File: config.mk
export PLATFORM = sky130hd
export DESIGN_NAME = serial_link_connection_framer_top
export DESIGN_NICKNAME = d
export VERILOG_FILES = /design/src/slcf_pkg.sv /design/src/slcf_ram.sv /design/src/slcf_ctrl.sv /design/src/slcf_dp.sv /design/src/serial_link_connection_framer_top.sv
export SDC_FILE = /design/constraint.sdc
export NUM_CORES = 2
export LEC_CHECK = 0
export BUFFER_PORTS_ARGS = -buffer_cell sky130_fd_sc_hd__buf_4
export CORE_UTILIZATION = 51
export DETAILED_ROUTE_END_ITERATION = 8
export HOLD_SLACK_MARGIN = 0.15
export PLACE_DENSITY = 0.67
export SETUP_SLACK_MARGIN = 0.3
export SYNTH_ARGS = -nofsm -noshare
export SYNTH_HDL_FRONTEND = slang
export SYNTH_SLANG_ARGS = --single-unit
File: constraint.sdc
create_clock -name clk -period 11.3 [get_ports clk]
set_input_delay 2.26 -clock clk [delete_from_list [all_inputs] [get_ports clk]]
set_output_delay 2.26 -clock clk [all_outputs]
set_load 0.01 [all_outputs]
File: src/slcf_pkg.sv
// ----------------------------------------------------------------------------
// slcf_pkg
// Types and constants shared by the serial link connection framer modules.
// ----------------------------------------------------------------------------
package slcf_pkg;

    localparam int CFG_INDEX_W = 3;
    localparam int CFG_DATA_W  = 16;
    localparam int SIZE_RAW_W  = 7;
    localparam int AGE_W       = 17;

    localparam logic [AGE_W-1:0] AGE_MAX = {AGE_W{1'b1}};

    localparam logic [CFG_INDEX_W-1:0] CFG_ROLE       = 3'd0;
    localparam logic [CFG_INDEX_W-1:0] CFG_RX_SIZE    = 3'd1;
    localparam logic [CFG_INDEX_W-1:0] CFG_TX_SIZE    = 3'd2;
    localparam logic [CFG_INDEX_W-1:0] CFG_RX_TIMEOUT = 3'd3;
    localparam logic [CFG_INDEX_W-1:0] CFG_TX_PERIOD  = 3'd4;
    localparam logic [CFG_INDEX_W-1:0] CFG_START_CODE = 3'd5;

    localparam logic ROLE_MASTER = 1'b0;

    typedef enum logic [1:0] {
        OP_TICK = 2'd0,
        OP_RX   = 2'd1,
        OP_PAY  = 2'd2,
        OP_READ = 2'd3
    } op_t;

    typedef enum logic [1:0] {
        KIND_STATUS = 2'd0,
        KIND_TX     = 2'd1,
        KIND_FRAME  = 2'd2
    } kind_t;

    typedef enum logic [1:0] {
        LINK_DISC = 2'd0,
        LINK_WAIT = 2'd1,
        LINK_CONN = 2'd2
    } link_t;

    typedef enum logic [1:0] {
        SEL_RES_A = 2'd0,
        SEL_RES_B = 2'd1,
        SEL_FRAME = 2'd2
    } sel_t;

    typedef enum logic [2:0] {
        S_IDLE    = 3'd0,
        S_EXEC    = 3'd1,
        S_COPY_RD = 3'd2,
        S_COPY_WR = 3'd3,
        S_EMIT_A  = 3'd4,
        S_EMIT_B  = 3'd5,
        S_READ_RD = 3'd6,
        S_READ_OUT = 3'd7
    } ctrl_state_t;

    typedef struct packed {
        logic latch_in;
        logic exec;
        logic idx_clr;
        logic idx_inc;
        logic stg_rd;
        logic rdy_wr;
        logic rdy_rd;
        logic load_out;
        sel_t out_sel;
    } ctrl_cmd_t;

    typedef struct packed {
        logic copy_req;
        logic read_req;
        logic two;
        logic idx_last;
        logic out_free;
    } dp_stat_t;

endpackage

File: src/slcf_ram.sv
// ----------------------------------------------------------------------------
// slcf_ram
// Generic single-write, single-read RAM with registered read data.
// ----------------------------------------------------------------------------
module slcf_ram #(
    parameter int WIDTH = 8,
    parameter int DEPTH = 64
) (
    input  logic                     clk,
    input  logic                     wr_en,
    input  logic [$clog2(DEPTH)-1:0] wr_addr,
    input  logic [WIDTH-1:0]         wr_data,
    input  logic                     rd_en,
    input  logic [$clog2(DEPTH)-1:0] rd_addr,
    output logic [WIDTH-1:0]         rd_data
);

    logic [WIDTH-1:0] mem [DEPTH];
    logic [WIDTH-1:0] rd_data_reg;

    always_ff @(posedge clk)
    begin
        if (wr_en)
        begin
            mem[wr_addr] <= wr_data;
        end
        if (rd_en)
        begin
            rd_data_reg <= mem[rd_addr];
        end
    end

    assign rd_data = rd_data_reg;

endmodule

File: src/slcf_ctrl.sv
// ----------------------------------------------------------------------------
// slcf_ctrl
// Sequencer: accepts an item, runs the step, sweeps frame copies and read
// bursts, and loads results into the output register.
// ----------------------------------------------------------------------------
module slcf_ctrl
    import slcf_pkg::*;
(
    input  logic      clk,
    input  logic      rst_n,
    input  logic      item_valid,
    output logic      item_ready,
    input  dp_stat_t  stat,
    output ctrl_cmd_t cmd
);

    ctrl_state_t state_reg;
    ctrl_state_t state_next;

    always_ff @(posedge clk or negedge rst_n)
    begin
        if (!rst_n)
        begin
            state_reg <= S_IDLE;
        end
        else
        begin
            state_reg <= state_next;
        end
    end

    always_comb
    begin
        state_next = state_reg;
        case (state_reg)
            S_IDLE:
            begin
                if (item_valid)
                begin
                    state_next = S_EXEC;
                end
            end
            S_EXEC:
            begin
                if (stat.copy_req)
                begin
                    state_next = S_COPY_RD;
                end
                else if (stat.read_req)
                begin
                    state_next = S_READ_RD;
                end
                else
                begin
                    state_next = S_EMIT_A;
                end
            end
            S_COPY_RD:
            begin
                state_next = S_COPY_WR;
            end
            S_COPY_WR:
            begin
                state_next = stat.idx_last ? S_EMIT_A : S_COPY_RD;
            end
            S_EMIT_A:
            begin
                if (stat.out_free)
                begin
                    state_next = stat.two ? S_EMIT_B : S_IDLE;
                end
            end
            S_EMIT_B:
            begin
                if (stat.out_free)
                begin
                    state_next = S_IDLE;
                end
            end
            S_READ_RD:
            begin
                state_next = S_READ_OUT;
            end
            S_READ_OUT:
            begin
                if (stat.out_free)
                begin
                    state_next = stat.idx_last ? S_IDLE : S_READ_RD;
                end
            end
            default:
            begin
                state_next = S_IDLE;
            end
        endcase
    end

    always_comb
    begin
        item_ready   = 1'b0;
        cmd          = '0;
        cmd.out_sel  = SEL_RES_A;
        case (state_reg)
            S_IDLE:
            begin
                item_ready   = 1'b1;
                cmd.latch_in = item_valid;
            end
            S_EXEC:
            begin
                cmd.exec    = 1'b1;
                cmd.idx_clr = 1'b1;
            end
            S_COPY_RD:
            begin
                cmd.stg_rd = 1'b1;
            end
            S_COPY_WR:
            begin
                cmd.rdy_wr  = 1'b1;
                cmd.idx_inc = 1'b1;
            end
            S_EMIT_A:
            begin
                cmd.load_out = stat.out_free;
                cmd.out_sel  = SEL_RES_A;
            end
            S_EMIT_B:
            begin
                cmd.load_out = stat.out_free;
                cmd.out_sel  = SEL_RES_B;
            end
            S_READ_RD:
            begin
                cmd.rdy_rd = 1'b1;
            end
            S_READ_OUT:
            begin
                cmd.load_out = stat.out_free;
                cmd.out_sel  = SEL_FRAME;
                cmd.idx_inc  = stat.out_free;
            end
            default:
            begin
                cmd = '0;
            end
        endcase
    end

endmodule

File: src/slcf_dp.sv
// ----------------------------------------------------------------------------
// slcf_dp
// Datapath: configuration registers, link state, checksums, age counters,
// staging and ready frame buffers, and the output register.
// ----------------------------------------------------------------------------
module slcf_dp
    import slcf_pkg::*;
#(
    parameter int FRAME_MAX = 64
) (
    input  logic                   clk,
    input  logic                   rst_n,
    input  logic                   cfg_valid,
    input  logic [CFG_INDEX_W-1:0] cfg_index,
    input  logic [CFG_DATA_W-1:0]  cfg_data,
    input  logic [1:0]             op,
    input  logic [7:0]             data_byte,
    input  ctrl_cmd_t              cmd,
    output dp_stat_t               stat,
    input  logic                   result_ready,
    output logic                   result_valid,
    output logic [1:0]             kind,
    output logic [7:0]             out_byte,
    output logic                   last,
    output logic                   connected,
    output logic                   should_send,
    output logic                   frame_available,
    output logic [1:0]             link_state
);

    localparam int POS_W  = $clog2(FRAME_MAX);
    localparam int SIZE_W = $clog2(FRAME_MAX + 1);
    localparam int CMP_W  = (SIZE_W > SIZE_RAW_W) ? SIZE_W : SIZE_RAW_W;

    function automatic logic [SIZE_W-1:0] clamp_size(input logic [SIZE_RAW_W-1:0] raw);
        logic [CMP_W-1:0] r;
        logic [CMP_W-1:0] c;
        begin
            r = CMP_W'(raw);
            if (r < CMP_W'(2))
            begin
                c = CMP_W'(2);
            end
            else if (r > CMP_W'(FRAME_MAX))
            begin
                c = CMP_W'(FRAME_MAX);
            end
            else
            begin
                c = r;
            end
            clamp_size = SIZE_W'(c);
        end
    endfunction

    // configuration
    logic                  role_reg;
    logic [SIZE_RAW_W-1:0] rx_size_cfg_reg;
    logic [SIZE_RAW_W-1:0] tx_size_cfg_reg;
    logic [15:0]           rx_timeout_reg;
    logic [15:0]           tx_period_reg;
    logic [7:0]            start_code_reg;

    // link state
    link_t            link_reg, link_next;
    logic             listen_reg, listen_next;
    logic [7:0]       start_byte_reg, start_byte_next;
    logic [POS_W-1:0] rx_pos_reg, rx_pos_next;
    logic [7:0]       rx_sum_reg, rx_sum_next;
    logic             avail_reg, avail_next;
    logic [AGE_W-1:0] rx_age_reg, rx_age_next;
    logic [AGE_W-1:0] tx_age_reg, tx_age_next;
    logic [POS_W-1:0] tx_pos_reg, tx_pos_next;
    logic [7:0]       tx_sum_reg, tx_sum_next;

    // step payload and pending results
    logic [1:0]       op_reg;
    logic [7:0]       data_reg;
    kind_t            res_kind_reg, res_kind_next;
    logic [7:0]       res_byte_reg, res_byte_next;
    logic             res_two_reg, res_two_next;
    logic [7:0]       res_chk_reg, res_chk_next;
    logic [POS_W-1:0] idx_reg, idx_next;

    // output register
    logic       out_valid_reg, out_valid_next;
    logic [1:0] out_kind_reg, out_kind_next;
    logic [7:0] out_byte_reg, out_byte_next;
    logic       out_last_reg, out_last_next;
    logic       out_conn_reg, out_conn_next;
    logic       out_send_reg, out_send_next;
    logic       out_avail_reg, out_avail_next;
    logic [1:0] out_link_reg, out_link_next;

    logic [SIZE_W-1:0] rx_size;
    logic [SIZE_W-1:0] tx_size;
    logic [AGE_W-1:0]  rx_age_inc;
    logic [AGE_W-1:0]  tx_age_inc;
    logic [7:0]        rx_weight;
    logic [7:0]        tx_weight;
    logic [7:0]        rx_sum_add;
    logic [7:0]        tx_sum_add;
    logic [POS_W-1:0]  tx_pos_inc;
    logic              rx_at_end;
    logic              tx_at_end;
    logic              rx_in_frame;
    logic              rx_timed_out;
    logic              conn_now;
    logic              send_now;

    logic             stg_wr_en;
    logic [POS_W-1:0] stg_wr_addr;
    logic [7:0]       stg_rd_data;
    logic [7:0]       rdy_rd_data;

    assign rx_size      = clamp_size(rx_size_cfg_reg);
    assign tx_size      = clamp_size(tx_size_cfg_reg);
    assign rx_age_inc   = (rx_age_reg == AGE_MAX) ? AGE_MAX : rx_age_reg + AGE_W'(1);
    assign tx_age_inc   = (tx_age_reg == AGE_MAX) ? AGE_MAX : tx_age_reg + AGE_W'(1);
    assign rx_timed_out = rx_age_inc > AGE_W'(rx_timeout_reg);
    assign rx_weight    = 8'(SIZE_W'(rx_pos_reg) + SIZE_W'(1));
    assign tx_weight    = 8'(SIZE_W'(tx_pos_reg) + SIZE_W'(1));
    assign rx_sum_add   = rx_sum_reg + 8'(data_reg * rx_weight);
    assign tx_sum_add   = tx_sum_reg + 8'(data_reg * tx_weight);
    assign tx_pos_inc   = tx_pos_reg + POS_W'(1);
    assign rx_at_end    = (SIZE_W'(rx_pos_reg) + SIZE_W'(1)) >= rx_size;
    assign tx_at_end    = (SIZE_W'(tx_pos_inc) + SIZE_W'(1)) >= tx_size;
    assign rx_in_frame  = (link_reg != LINK_DISC) && !listen_reg;
    assign conn_now     = (link_reg == LINK_CONN);
    assign send_now     = conn_now && (tx_age_reg >= AGE_W'(tx_period_reg));

    assign stat.copy_req = (op_t'(op_reg) == OP_RX) && rx_in_frame && rx_at_end
                           && (data_reg == rx_sum_reg);
    assign stat.read_req = (op_t'(op_reg) == OP_READ) && conn_now && avail_reg;
    assign stat.two      = res_two_reg;
    assign stat.idx_last = (SIZE_W'(idx_reg) == (rx_size - SIZE_W'(1)));
    assign stat.out_free = !out_valid_reg || result_ready;

    always_ff @(posedge clk or negedge rst_n)
    begin
        if (!rst_n)
        begin
            role_reg        <= ROLE_MASTER;
            rx_size_cfg_reg <= SIZE_RAW_W'(8);
            tx_size_cfg_reg <= SIZE_RAW_W'(8);
            rx_timeout_reg  <= 16'd100;
            tx_period_reg   <= 16'd20;
            start_code_reg  <= 8'd1;
        end
        else if (cfg_valid)
        begin
            case (cfg_index)
                CFG_ROLE:       role_reg        <= cfg_data[0];
                CFG_RX_SIZE:    rx_size_cfg_reg <= cfg_data[SIZE_RAW_W-1:0];
                CFG_TX_SIZE:    tx_size_cfg_reg <= cfg_data[SIZE_RAW_W-1:0];
                CFG_RX_TIMEOUT: rx_timeout_reg  <= cfg_data;
                CFG_TX_PERIOD:  tx_period_reg   <= cfg_data;
                CFG_START_CODE: start_code_reg  <= cfg_data[7:0];
                default:        ;
            endcase
        end
    end

    // step
    always_comb
    begin
        link_next       = link_reg;
        listen_next     = listen_reg;
        start_byte_next = start_byte_reg;
        rx_pos_next     = rx_pos_reg;
        rx_sum_next     = rx_sum_reg;
        avail_next      = avail_reg;
        rx_age_next     = rx_age_reg;
        tx_age_next     = tx_age_reg;
        tx_pos_next     = tx_pos_reg;
        tx_sum_next     = tx_sum_reg;
        res_kind_next   = res_kind_reg;
        res_byte_next   = res_byte_reg;
        res_two_next    = res_two_reg;
        res_chk_next    = res_chk_reg;
        stg_wr_en       = 1'b0;
        stg_wr_addr     = rx_pos_reg;
        if (cmd.exec)
        begin
            res_kind_next = KIND_STATUS;
            res_byte_next = 8'd0;
            res_two_next  = 1'b0;
            case (op_t'(op_reg))
                OP_TICK:
                begin
                    rx_age_next = rx_age_inc;
                    tx_age_next = tx_age_inc;
                    case (link_reg)
                        LINK_DISC:
                        begin
                            avail_next  = 1'b0;
                            rx_age_next = '0;
                            tx_age_next = '0;
                            rx_pos_next = '0;
                            rx_sum_next = 8'd0;
                            tx_pos_next = '0;
                            tx_sum_next = 8'd0;
                            if (role_reg == ROLE_MASTER)
                            begin
                                listen_next     = 1'b0;
                                start_byte_next = start_code_reg;
                                res_kind_next   = KIND_TX;
                                res_byte_next   = start_code_reg;
                            end
                            else
                            begin
                                start_byte_next = 8'd0;
                                listen_next     = 1'b1;
                            end
                            link_next = LINK_WAIT;
                        end
                        LINK_WAIT:
                        begin
                            if (avail_reg)
                            begin
                                if (role_reg == ROLE_MASTER)
                                begin
                                    listen_next = 1'b0;
                                    link_next   = LINK_CONN;
                                end
                                else
                                begin
                                    avail_next = 1'b0;
                                    if (start_byte_reg == start_code_reg)
                                    begin
                                        listen_next = 1'b0;
                                        rx_pos_next = '0;
                                        rx_sum_next = 8'd0;
                                        tx_age_next = AGE_MAX;
                                        link_next   = LINK_CONN;
                                    end
                                end
                            end
                            else if (rx_timed_out)
                            begin
                                link_next   = LINK_DISC;
                                listen_next = 1'b0;
                                rx_pos_next = '0;
                                rx_sum_next = 8'd0;
                            end
                        end
                        default:
                        begin
                            if (rx_timed_out)
                            begin
                                link_next   = LINK_DISC;
                                listen_next = 1'b0;
                                rx_pos_next = '0;
                                rx_sum_next = 8'd0;
                            end
                        end
                    endcase
                end
                OP_RX:
                begin
                    if (link_reg != LINK_DISC)
                    begin
                        if (listen_reg)
                        begin
                            start_byte_next = data_reg;
                            avail_next      = 1'b1;
                            rx_age_next     = '0;
                        end
                        else if (rx_at_end)
                        begin
                            stg_wr_en   = 1'b1;
                            stg_wr_addr = POS_W'(rx_size - SIZE_W'(1));
                            if (data_reg == rx_sum_reg)
                            begin
                                avail_next  = 1'b1;
                                rx_age_next = '0;
                            end
                            rx_pos_next = '0;
                            rx_sum_next = 8'd0;
                        end
                        else
                        begin
                            stg_wr_en   = 1'b1;
                            rx_sum_next = rx_sum_add;
                            rx_pos_next = rx_pos_reg + POS_W'(1);
                        end
                    end
                end
                OP_PAY:
                begin
                    if (conn_now)
                    begin
                        res_kind_next = KIND_TX;
                        res_byte_next = data_reg;
                        if (tx_at_end)
                        begin
                            res_two_next = 1'b1;
                            res_chk_next = tx_sum_add;
                            tx_pos_next  = '0;
                            tx_sum_next  = 8'd0;
                            tx_age_next  = '0;
                        end
                        else
                        begin
                            tx_pos_next = tx_pos_inc;
                            tx_sum_next = tx_sum_add;
                        end
                    end
                end
                default:
                begin
                    if (conn_now && avail_reg)
                    begin
                        avail_next = 1'b0;
                    end
                end
            endcase
        end
    end

    always_comb
    begin
        if (cmd.idx_clr)
        begin
            idx_next = '0;
        end
        else if (cmd.idx_inc)
        begin
            idx_next = idx_reg + POS_W'(1);
        end
        else
        begin
            idx_next = idx_reg;
        end
    end

    // output register
    always_comb
    begin
        out_valid_next = out_valid_reg;
        out_kind_next  = out_kind_reg;
        out_byte_next  = out_byte_reg;
        out_last_next  = out_last_reg;
        out_conn_next  = out_conn_reg;
        out_send_next  = out_send_reg;
        out_avail_next = out_avail_reg;
        out_link_next  = out_link_reg;
        if (cmd.load_out)
        begin
            out_valid_next = 1'b1;
            out_conn_next  = conn_now;
            out_send_next  = send_now;
            out_avail_next = avail_reg;
            out_link_next  = link_reg;
            case (cmd.out_sel)
                SEL_RES_B:
                begin
                    out_kind_next = KIND_TX;
                    out_byte_next = res_chk_reg;
                    out_last_next = 1'b1;
                end
                SEL_FRAME:
                begin
                    out_kind_next = KIND_FRAME;
                    out_byte_next = rdy_rd_data;
                    out_last_next = stat.idx_last;
                end
                default:
                begin
                    out_kind_next = res_kind_reg;
                    out_byte_next = res_byte_reg;
                    out_last_next = !res_two_reg;
                end
            endcase
        end
        else if (result_ready)
        begin
            out_valid_next = 1'b0;
        end
    end

    always_ff @(posedge clk or negedge rst_n)
    begin
        if (!rst_n)
        begin
            link_reg       <= LINK_DISC;
            listen_reg     <= 1'b0;
            start_byte_reg <= 8'd0;
            rx_pos_reg     <= '0;
            rx_sum_reg     <= 8'd0;
            avail_reg      <= 1'b0;
            rx_age_reg     <= '0;
            tx_age_reg     <= '0;
            tx_pos_reg     <= '0;
            tx_sum_reg     <= 8'd0;
            idx_reg        <= '0;
            res_two_reg    <= 1'b0;
            out_valid_reg  <= 1'b0;
        end
        else
        begin
            link_reg       <= link_next;
            listen_reg     <= listen_next;
            start_byte_reg <= start_byte_next;
            rx_pos_reg     <= rx_pos_next;
            rx_sum_reg     <= rx_sum_next;
            avail_reg      <= avail_next;
            rx_age_reg     <= rx_age_next;
            tx_age_reg     <= tx_age_next;
            tx_pos_reg     <= tx_pos_next;
            tx_sum_reg     <= tx_sum_next;
            idx_reg        <= idx_next;
            res_two_reg    <= res_two_next;
            out_valid_reg  <= out_valid_next;
        end
    end

    always_ff @(posedge clk)
    begin
        if (cmd.latch_in)
        begin
            op_reg   <= op;
            data_reg <= data_byte;
        end
        res_kind_reg  <= res_kind_next;
        res_byte_reg  <= res_byte_next;
        res_chk_reg   <= res_chk_next;
        out_kind_reg  <= out_kind_next;
        out_byte_reg  <= out_byte_next;
        out_last_reg  <= out_last_next;
        out_conn_reg  <= out_conn_next;
        out_send_reg  <= out_send_next;
        out_avail_reg <= out_avail_next;
        out_link_reg  <= out_link_next;
    end

    slcf_ram #(
        .WIDTH (8),
        .DEPTH (FRAME_MAX)
    ) u_staging (
        .clk     (clk),
        .wr_en   (stg_wr_en),
        .wr_addr (stg_wr_addr),
        .wr_data (data_reg),
        .rd_en   (cmd.stg_rd),
        .rd_addr (idx_reg),
        .rd_data (stg_rd_data)
    );

    slcf_ram #(
        .WIDTH (8),
        .DEPTH (FRAME_MAX)
    ) u_ready (
        .clk     (clk),
        .wr_en   (cmd.rdy_wr),
        .wr_addr (idx_reg),
        .wr_data (stg_rd_data),
        .rd_en   (cmd.rdy_rd),
        .rd_addr (idx_reg),
        .rd_data (rdy_rd_data)
    );

    assign result_valid    = out_valid_reg;
    assign kind            = out_kind_reg;
    assign out_byte        = out_byte_reg;
    assign last            = out_last_reg;
    assign connected       = out_conn_reg;
    assign should_send     = out_send_reg;
    assign frame_available = out_avail_reg;
    assign link_state      = out_link_reg;

endmodule

File: src/serial_link_connection_framer_top.sv
// ----------------------------------------------------------------------------
// serial_link_connection_framer_top
// Master/slave serial link framer with checksummed fixed-size frames.
//
// Items enter on the item channel (op, data_byte) under valid/ready; results
// leave on the result channel, one transfer per result, last marking the
// final result of an item. Registers are written through the cfg channel,
// which is always ready; write them only while the block is idle.
// A tick, a dropped byte or a status-only step goes through the execute and
// emit states to the output register, a second result through a further emit
// state. With a receiver that keeps up, the next item after a single-result
// item is taken once the sequencer is back in idle. A received checksum byte
// that matches copies the frame from the staging buffer to the ready buffer,
// each byte through a staging read and a ready write state. A read emits
// rx_frame_size bytes, each through a read state on the ready buffer's
// registered read port and an output state. A new item is taken while the
// last result still waits in the output register; a stalled receiver holds the
// sequencer once a further result is due. Reset leaves the link disconnected
// with nothing pending; frame buffers hold no defined contents until written.
// ----------------------------------------------------------------------------
module serial_link_connection_framer_top
    import slcf_pkg::*;
#(
    parameter int FRAME_MAX = 64
) (
    input  logic                   clk,
    input  logic                   rst_n,
    input  logic                   cfg_valid,
    output logic                   cfg_ready,
    input  logic [CFG_INDEX_W-1:0] cfg_index,
    input  logic [CFG_DATA_W-1:0]  cfg_data,
    input  logic                   item_valid,
    output logic                   item_ready,
    input  logic [1:0]             op,
    input  logic [7:0]             data_byte,
    output logic                   result_valid,
    input  logic                   result_ready,
    output logic [1:0]             kind,
    output logic [7:0]             out_byte,
    output logic                   last,
    output logic                   connected,
    output logic                   should_send,
    output logic                   frame_available,
    output logic [1:0]             link_state
);

    ctrl_cmd_t cmd;
    dp_stat_t  stat;

    assign cfg_ready = 1'b1;

    slcf_ctrl u_ctrl (
        .clk        (clk),
        .rst_n      (rst_n),
        .item_valid (item_valid),
        .item_ready (item_ready),
        .stat       (stat),
        .cmd        (cmd)
    );

    slcf_dp #(
        .FRAME_MAX (FRAME_MAX)
    ) u_dp (
        .clk             (clk),
        .rst_n           (rst_n),
        .cfg_valid       (cfg_valid),
        .cfg_index       (cfg_index),
        .cfg_data        (cfg_data),
        .op              (op),
        .data_byte       (data_byte),
        .cmd             (cmd),
        .stat            (stat),
        .result_ready    (result_ready),
        .result_valid    (result_valid),
        .kind            (kind),
        .out_byte        (out_byte),
        .last            (last),
        .connected       (connected),
        .should_send     (should_send),
        .frame_available (frame_available),
        .link_state      (link_state)
    );

    a_conn_matches_state: assert property (@(posedge clk) disable iff (!rst_n)
        result_valid |-> (connected == (link_state == LINK_CONN)))
        else $error("connected disagrees with link_state");

    a_send_needs_conn: assert property (@(posedge clk) disable iff (!rst_n)
        (result_valid && should_send) |-> connected)
        else $error("should_send raised while not connected");

    a_status_is_last: assert property (@(posedge clk) disable iff (!rst_n)
        (result_valid && kind == KIND_STATUS) |-> (last && out_byte == 8'd0))
        else $error("status result not final or carries a byte");

    a_frame_needs_conn: assert property (@(posedge clk) disable iff (!rst_n)
        (result_valid && kind == KIND_FRAME) |-> (connected && !frame_available))
        else $error("frame byte emitted outside a connected read");

endmodule
# Word-level counts from Yosys, hierarchy flattened
# Memory sizes are Yosys's and may differ from the RTL's. A register that Yosys moved wholly into a read port is not among the register bits.
# Cells that the tools add are included.
dict set report op_classes {
  order_cmp 8
  add_sub_neg 12
  eq_ne 40
  n_bitwise 1
  n_reduce_logical 37
  muxes 118
  mul 2
}
# op count
set op_table {}
lappend op_table {{two-way mux 17 bit} 12}
lappend op_table {{two-way mux 8 bit} 16}
lappend op_table {{two-way mux 6 bit} 17}
lappend op_table {{one-hot mux 17 bit (2 select lines)} 3}
lappend op_table {{one-hot mux 8 bit (2 select lines)} 6}
lappend op_table {{one-hot mux 6 bit (2 select lines)} 3}
lappend op_table {{adder 17 x 1 -> 17 bit, second input constant} 2}
lappend op_table {{equality test 17 bit, second input constant} 2}
lappend op_table {{two-way mux 1 bit} 32}
lappend op_table {{adder 6 x 1 -> 7 bit, second input constant} 4}
lappend op_table {{two-way mux 7 bit} 4}
lappend op_table {{two-way mux 3 bit} 8}
lappend op_table {{one-hot mux 3 bit (8 select lines)} 1}
lappend op_table {{adder 6 x 1 -> 6 bit, second input constant} 3}
lappend op_table {{equality test 3 bit, second input constant} 6}
lappend op_table {{greater-or-equal comparator 17 x 16 -> 1 bit} 1}
lappend op_table {{> comparator 17 x 16 -> 1 bit} 1}
lappend op_table {{adder 8 bit} 2}
lappend op_table {{equality test 8 bit} 2}
lappend op_table {{multiplier 8 x 8 -> 8 bit} 2}
lappend op_table {{AND reduction 4 bit} 4}
lappend op_table {{greater-or-equal comparator 7 bit} 2}
lappend op_table {{> comparator 7 bit, second input constant} 2}
lappend op_table {{less-than comparator 7 x 2 -> 1 bit, second input constant} 2}
lappend op_table {{31 further kinds} 81}
dict set report totals {
  in_bits 34
  elab_cells 252
  register_bits 184
  memories 2
  out_inout_bits 19
  ram_bits 1024
}
# name depth word_bits read_ports rd_ports_with_merged_regs write_ports line_no
set memory_table {}
lappend memory_table {u_dp.u_ready.mem 64 8 1 1 1 slcf_ram.sv:18} ;# logic [WIDTH-1:0] mem [DEPTH];
lappend memory_table {u_dp.u_staging.mem 64 8 1 1 1 slcf_ram.sv:18}

# Longest topological paths before layout
dict set report depth {
  word_depth 9
  ltp_mapped 19
  ltp_nobuf 17
}

# By module
# From an unflattened synthesis, not the netlist that was laid out.
dict set report hier_totals {
  hier_cells 3208
  hier_area_um2 52863.2
}
# mod instances seq_area_each_um2 cells_each area_each_um2
set modules_own_cells {}
lappend modules_own_cells {{slcf_ram at u_dp.u_ready} 1 15615.0 972 20270.7}
lappend modules_own_cells {{slcf_ram at u_dp.u_staging} 1 15615.0 940 20236.9}
lappend modules_own_cells {slcf_dp 1 4729.5 1259 12064.1}
lappend modules_own_cells {slcf_ctrl 1 75.1 35 280.3}
lappend modules_own_cells {serial_link_connection_framer_top 1 0.0 2 11.3}

# Worst setup path after synthesis
# No wires, ideal clock.
dict set report synth_path {
  kind {input to register}
  start {input port result_ready}
  end {register u_dp.out_conn_reg (netlist: u_dp.connected) (enable)}
  path_buffers 0
  slack_ps 5792
  path_stages 2
  arrival_time_ps 5027
  setup_time_ps 481
  required_ps 10819
  path_cell_list {nor2b_1 a2111oi_0}
}
# item line_no
set synth_rtl {}
lappend synth_rtl {{start: declaration} serial_link_connection_framer_top.sv:37} ;# input logic result_ready,
lappend synth_rtl {{end signal: assignment} slcf_dp.sv:431} ;# out_conn_reg <= out_conn_next;
lappend synth_rtl {{end: declaration} slcf_dp.sv:90} ;# logic out_conn_reg, out_conn_next;

# Final worst setup path
dict set report layout_path {
  start {register u_dp.rx_pos_reg[0]}
  end {memory u_dp.u_staging.mem[26][1] (enable)}
}
dict set report layout_between {
  elab_chain_cells 7
}
# item line_no
set layout_rtl {}
lappend layout_rtl {{start: declaration} slcf_dp.sv:68} ;# logic [POS_W-1:0] rx_pos_reg, rx_pos_next;
lappend layout_rtl {{start signal: assignment} slcf_dp.sv:405} ;# rx_pos_reg <= rx_pos_next;
lappend layout_rtl {{adder 6 x 1 -> 7 bit} slcf_dp.sv:126} ;# assign rx_at_end = (SIZE_W'(rx_pos_reg) + SIZE_W'(1)) >= rx_size;
lappend layout_rtl {{greater-or-equal comparator 7 bit} slcf_dp.sv:126}
lappend layout_rtl {{two-way mux 6 bit} slcf_dp.sv:269} ;# else if (rx_at_end)
lappend layout_rtl {{two-way mux 6 bit} slcf_dp.sv:263} ;# if (listen_reg)
lappend layout_rtl {{two-way mux 6 bit} slcf_dp.sv:261} ;# if (link_reg != LINK_DISC)
lappend layout_rtl {{two-way mux 6 bit} slcf_dp.sv:188} ;# case (op_t'(op_reg))
lappend layout_rtl {{two-way mux 6 bit *} slcf_dp.sv:183} ;# if (cmd.exec)
lappend layout_rtl {{end: declaration} slcf_ram.sv:18}
# Every way passes the cells marked *; elsewhere a longest branch is shown, timed or not.

==> flow_metrics.py <==
metrics = {
    "pwr": {
        "swShare": 0.338,
        "p_seq_frac": 0.405,
        "p_switching_w": 0.00449,
        "power_density_nw_per_um2": 226,
        "power_frac_comb": 0.294,
        "ir_worst_vdd_mv": 0.193,
        "p_int_w": 0.00881,
        "leakagePower_nw": 20.4,
        "p_total_w": 0.0133,
        "clkPwrFrac": 0.302,
    },
    "drt": {
        "wl_per_cell_um": 27.9,
        "drt-initial-drc-count": 3738,
        "dr_total_vias": 32100,
        "first_pass_iters": 6,
        "vias_per_cell": 6.34,
        "antenna_left": 0,
        "wl_um": 141000,
        "drc": 0,
    },
    "timing": {
        "maxClockFrequency_mhz": 184,
        "rsz0062_at_grt": "false",
        "slew_headroom": 0.118,
        "period_needed_ns": 5.42,
        "hold_viol": 0,
        "setup-violations-final": 0,
        "fin_worst_skew_ns": 0.0412,
        "fin_crit_sh": 0.480,
        "fin_hold_ws_ns": 0.491,
        "slew_viol_final": 0,
        "max_slew.worst_pin.slew_ns": 1.31,
        "timing.setup.tns_ns": 0,
    },
    "worst_setup_path": {
        "critical_path_class": "reg2reg",
        "crit_end": "u_dp.u_staging.mem[26][1]",
        "ff2ff_path_depth": 10,
        "r2r_slack_ns": 5.88,
        "cp-start-kind": "flip-flop",
        "end_kind": "flip-flop",
        "r2r-end": "u_dp.u_staging.mem[26][1]",
        "path_max_fanout": 24,
        "crit_start": "u_dp.rx_pos_reg[0]",
        "crit_arrival_ns": 5.73,
        "required_ns": 11.61,
        "rr_startpoint": "u_dp.rx_pos_reg[0]",
    },
    "clock_network": {
        "clock_latency_ns": 0.72,
        "cts_buffers": 121,
        "cts_tree": "done",
        "clockRootBuffer": "clkbuf_16",
        "htree_levels": 3,
        "clock_path_buffers": 3,
        "holdBufCountCts": 0,
        "cts.sinks": 1223,
        "post-cts-setup-buffers": 0,
        "clk_pin_slew_ns": 0.06,
        "post_cts_resized": 0,
    },
    "flow_run": {
        "drv_cap": 0,
    },
    "final_layout": {
        "nets": 3757,
        "final_layout_size_suffix_gt1_frac": 0.152,
        "layout_commonest_cell": "edfxtp_1",
        "final_area_um2": 58900,
        "layout_common_cells": "1083 x edfxtp_1, 262 x nor2_1, 164 x nand2_1",
        "seqCellArea_um2": 36000,
        "reg_top3": "u_dp.u_ready.mem (512), u_dp.u_staging.mem (512)",
        "synthToLayoutAreaGrowth_pct": 11.0,
        "multi_input_area_um2": 15700,
        "filler_cell_count": 7961,
    },
    "logic_synthesis": {
        "postSynthNetCount": 3720,
        "synth_edf_count": 1083,
        "postSynthCellCount": 3559,
        "synth-seq-cells": 1223,
        "ys_warn_count": 0,
        "syn_area_per_cell_um2": 14.9,
        "synthFlopType": "edfxtp_1",
        "synth_cell_types": 95,
        "syn_area_um2": 53100,
        "yosysSeqAreaShare": 0.679,
        "async_flop_share": 0.114,
    },
    "global_route": {
        "antenna_found_initial": 0,
        "use_met3": 0.0508,
        "grt_max_degree": 104,
        "grt_busiest_layer": "met2",
        "met1_usage": 0.369,
        "grt_pass1_wl_um": 208000,
        "grt_usage": 0.265,
        "grt_pass1_vias": 31100,
        "use_met2": 0.418,
        "grt-ovfl-total": 0,
    },
    "floorplanning": {
        "die_h_um": 325,
        "die_w_um": 325,
        "dieArea_um2": 105000,
        "io_pins": 53,
        "initial_utilization": 0.518,
        "core_um2": 102000,
        "placement_rows": 117,
    },
    "place": {
        "portBuffers": 51,
        "gp_congestion": 0.856,
        "placed_cell_area_um2": 55000,
        "post-dp-hpwl_um": 86300,
    },
    "outcome": {
        "status": "finished, final reports clean",
    },
    "worst_hold_path": {
        "hold_class": "reg2reg",
    },
}
-- per-layer routing --
| layer | vias to the layer above | part of all wire |
|---|---|---|
| met3 | 300 | 0.087 |
| met2 | 1598 | 0.47 |
| met1 | 16300 | 0.41 |
| li1 | 13900 | - |
| met4 | 0 | 0.036 |
| met5 | - | 0 |
-- cells by family after synthesis --
| logic type | Yosys count | synth area share |
|---|---|---|
| flip-flops | 1223 | 0.679 |
| AO/OA/AOI/OAI | 765 | 0.101 |
| AND/OR/NAND/NOR | 723 | 0.0659 |
| buffers and inverters | 333 | 0.0278 |
| multiplexers | 302 | 0.0761 |
| adder cells (fa/ha/maj) | 127 | 0.0350 |
| XOR/XNOR | 85 | 0.0148 |
| other | 1 | 0.0000707 |
-- power by group through the flow --
stage | logic (W) | registers (W) | clock network, W
2_1_floorplan | 0.00241 | 0.00543 | 0
3_3_place_gp | 0.00381 | 0.00547 | 0
3_5_place_dp | 0.00384 | 0.00547 | 0
4_1_cts | 0.00386 | 0.00538 | 0.00404
5_1_grt | 0.00409 | 0.00540 | 0.00421
6_report | 0.00391 | 0.00539 | 0.00401
-- stage by stage --
step / util / std cells / setup WS [ns]
finish: 0.575 / 5070 / 5.88
global route: 0.575 / 5069 / 5.39
CTS: 0.575 / 5069 / 5.90
detailed placement: 0.536 / 4841 / 5.95
global placement: 0.536 / 4841 / 6.08
floorplan: - / 3559 / 5.79
-- final cells by class --
class | instances | share of cell area
sequential | 1223 | 0.612
multi-input combinational | 2003 | 0.267
clock buffer | 153 | 0.0543
tap | 1368 | 0.0291
timing repair buffer | 134 | 0.0176
clock inverter | 75 | 0.0125
inverter | 113 | 0.00722
antenna | 1 | 0.0000425
-- how the worst min path moves through the flow --
stage | start | endpoint | slack, ns | cells past startpoint
3_3_place_gp | u_dp.data_reg[6] | u_dp.u_staging.mem[31][6] | 0.46 | 0
2_1_floorplan | u_dp.avail_reg | u_dp.frame_available | 0.46 | 0
3_5_place_dp | u_dp.data_reg[6] | u_dp.u_staging.mem[31][6] | 0.47 | 0
5_1_grt | u_dp.data_reg[6] | u_dp.u_staging.mem[31][6] | 0.49 | 0
4_1_cts | u_dp.data_reg[6] | u_dp.u_staging.mem[31][6] | 0.48 | 0
6_report | u_dp.data_reg[6] | u_dp.u_staging.mem[31][6] | 0.49 | 0
-- synth_stat cells, types with 24 or more instances --
cell / n / share of area
buf_2: 74 / 0.0070
a31oi_1: 28 / 0.0033
edfxtp_1: 1083 / 0.61
mux2i_1: 120 / 0.023
a21oi_1: 158 / 0.015
a22oi_1: 79 / 0.011
a221oi_1: 127 / 0.021
nor4_1: 24 / 0.0028
xor2_1: 34 / 0.0056
ha_1: 91 / 0.021
a22o_1: 58 / 0.0096
o21ai_0: 113 / 0.011
o22ai_1: 58 / 0.0068
mux2_2: 110 / 0.023
fa_1: 36 / 0.014
and3_1: 30 / 0.0035
xnor2_1: 47 / 0.0078
mux4_2: 69 / 0.029
nor2_1: 266 / 0.019
nor2b_1: 48 / 0.0057
nor3_1: 40 / 0.0038
dfrtp_1: 132 / 0.062
clkbuf_1: 103 / 0.0073
nand2b_1: 25 / 0.0029
nand2_1: 164 / 0.012
inv_1: 109 / 0.0077
-- critical path, stage by stage, from the launching register on --
cell,delay (ns)
dfrtp_1,0.78
ha_1,0.36
nand3_1,0.12
xnor2_1,0.41
ha_1,0.33
a2111oi_0,0.55
o21ai_1,0.14
buf_4,0.22
nand2_1,0.17
mux2i_4,0.89
nor3b_1,1.04
No activity file was read; power rests on OpenSTA's default activity.
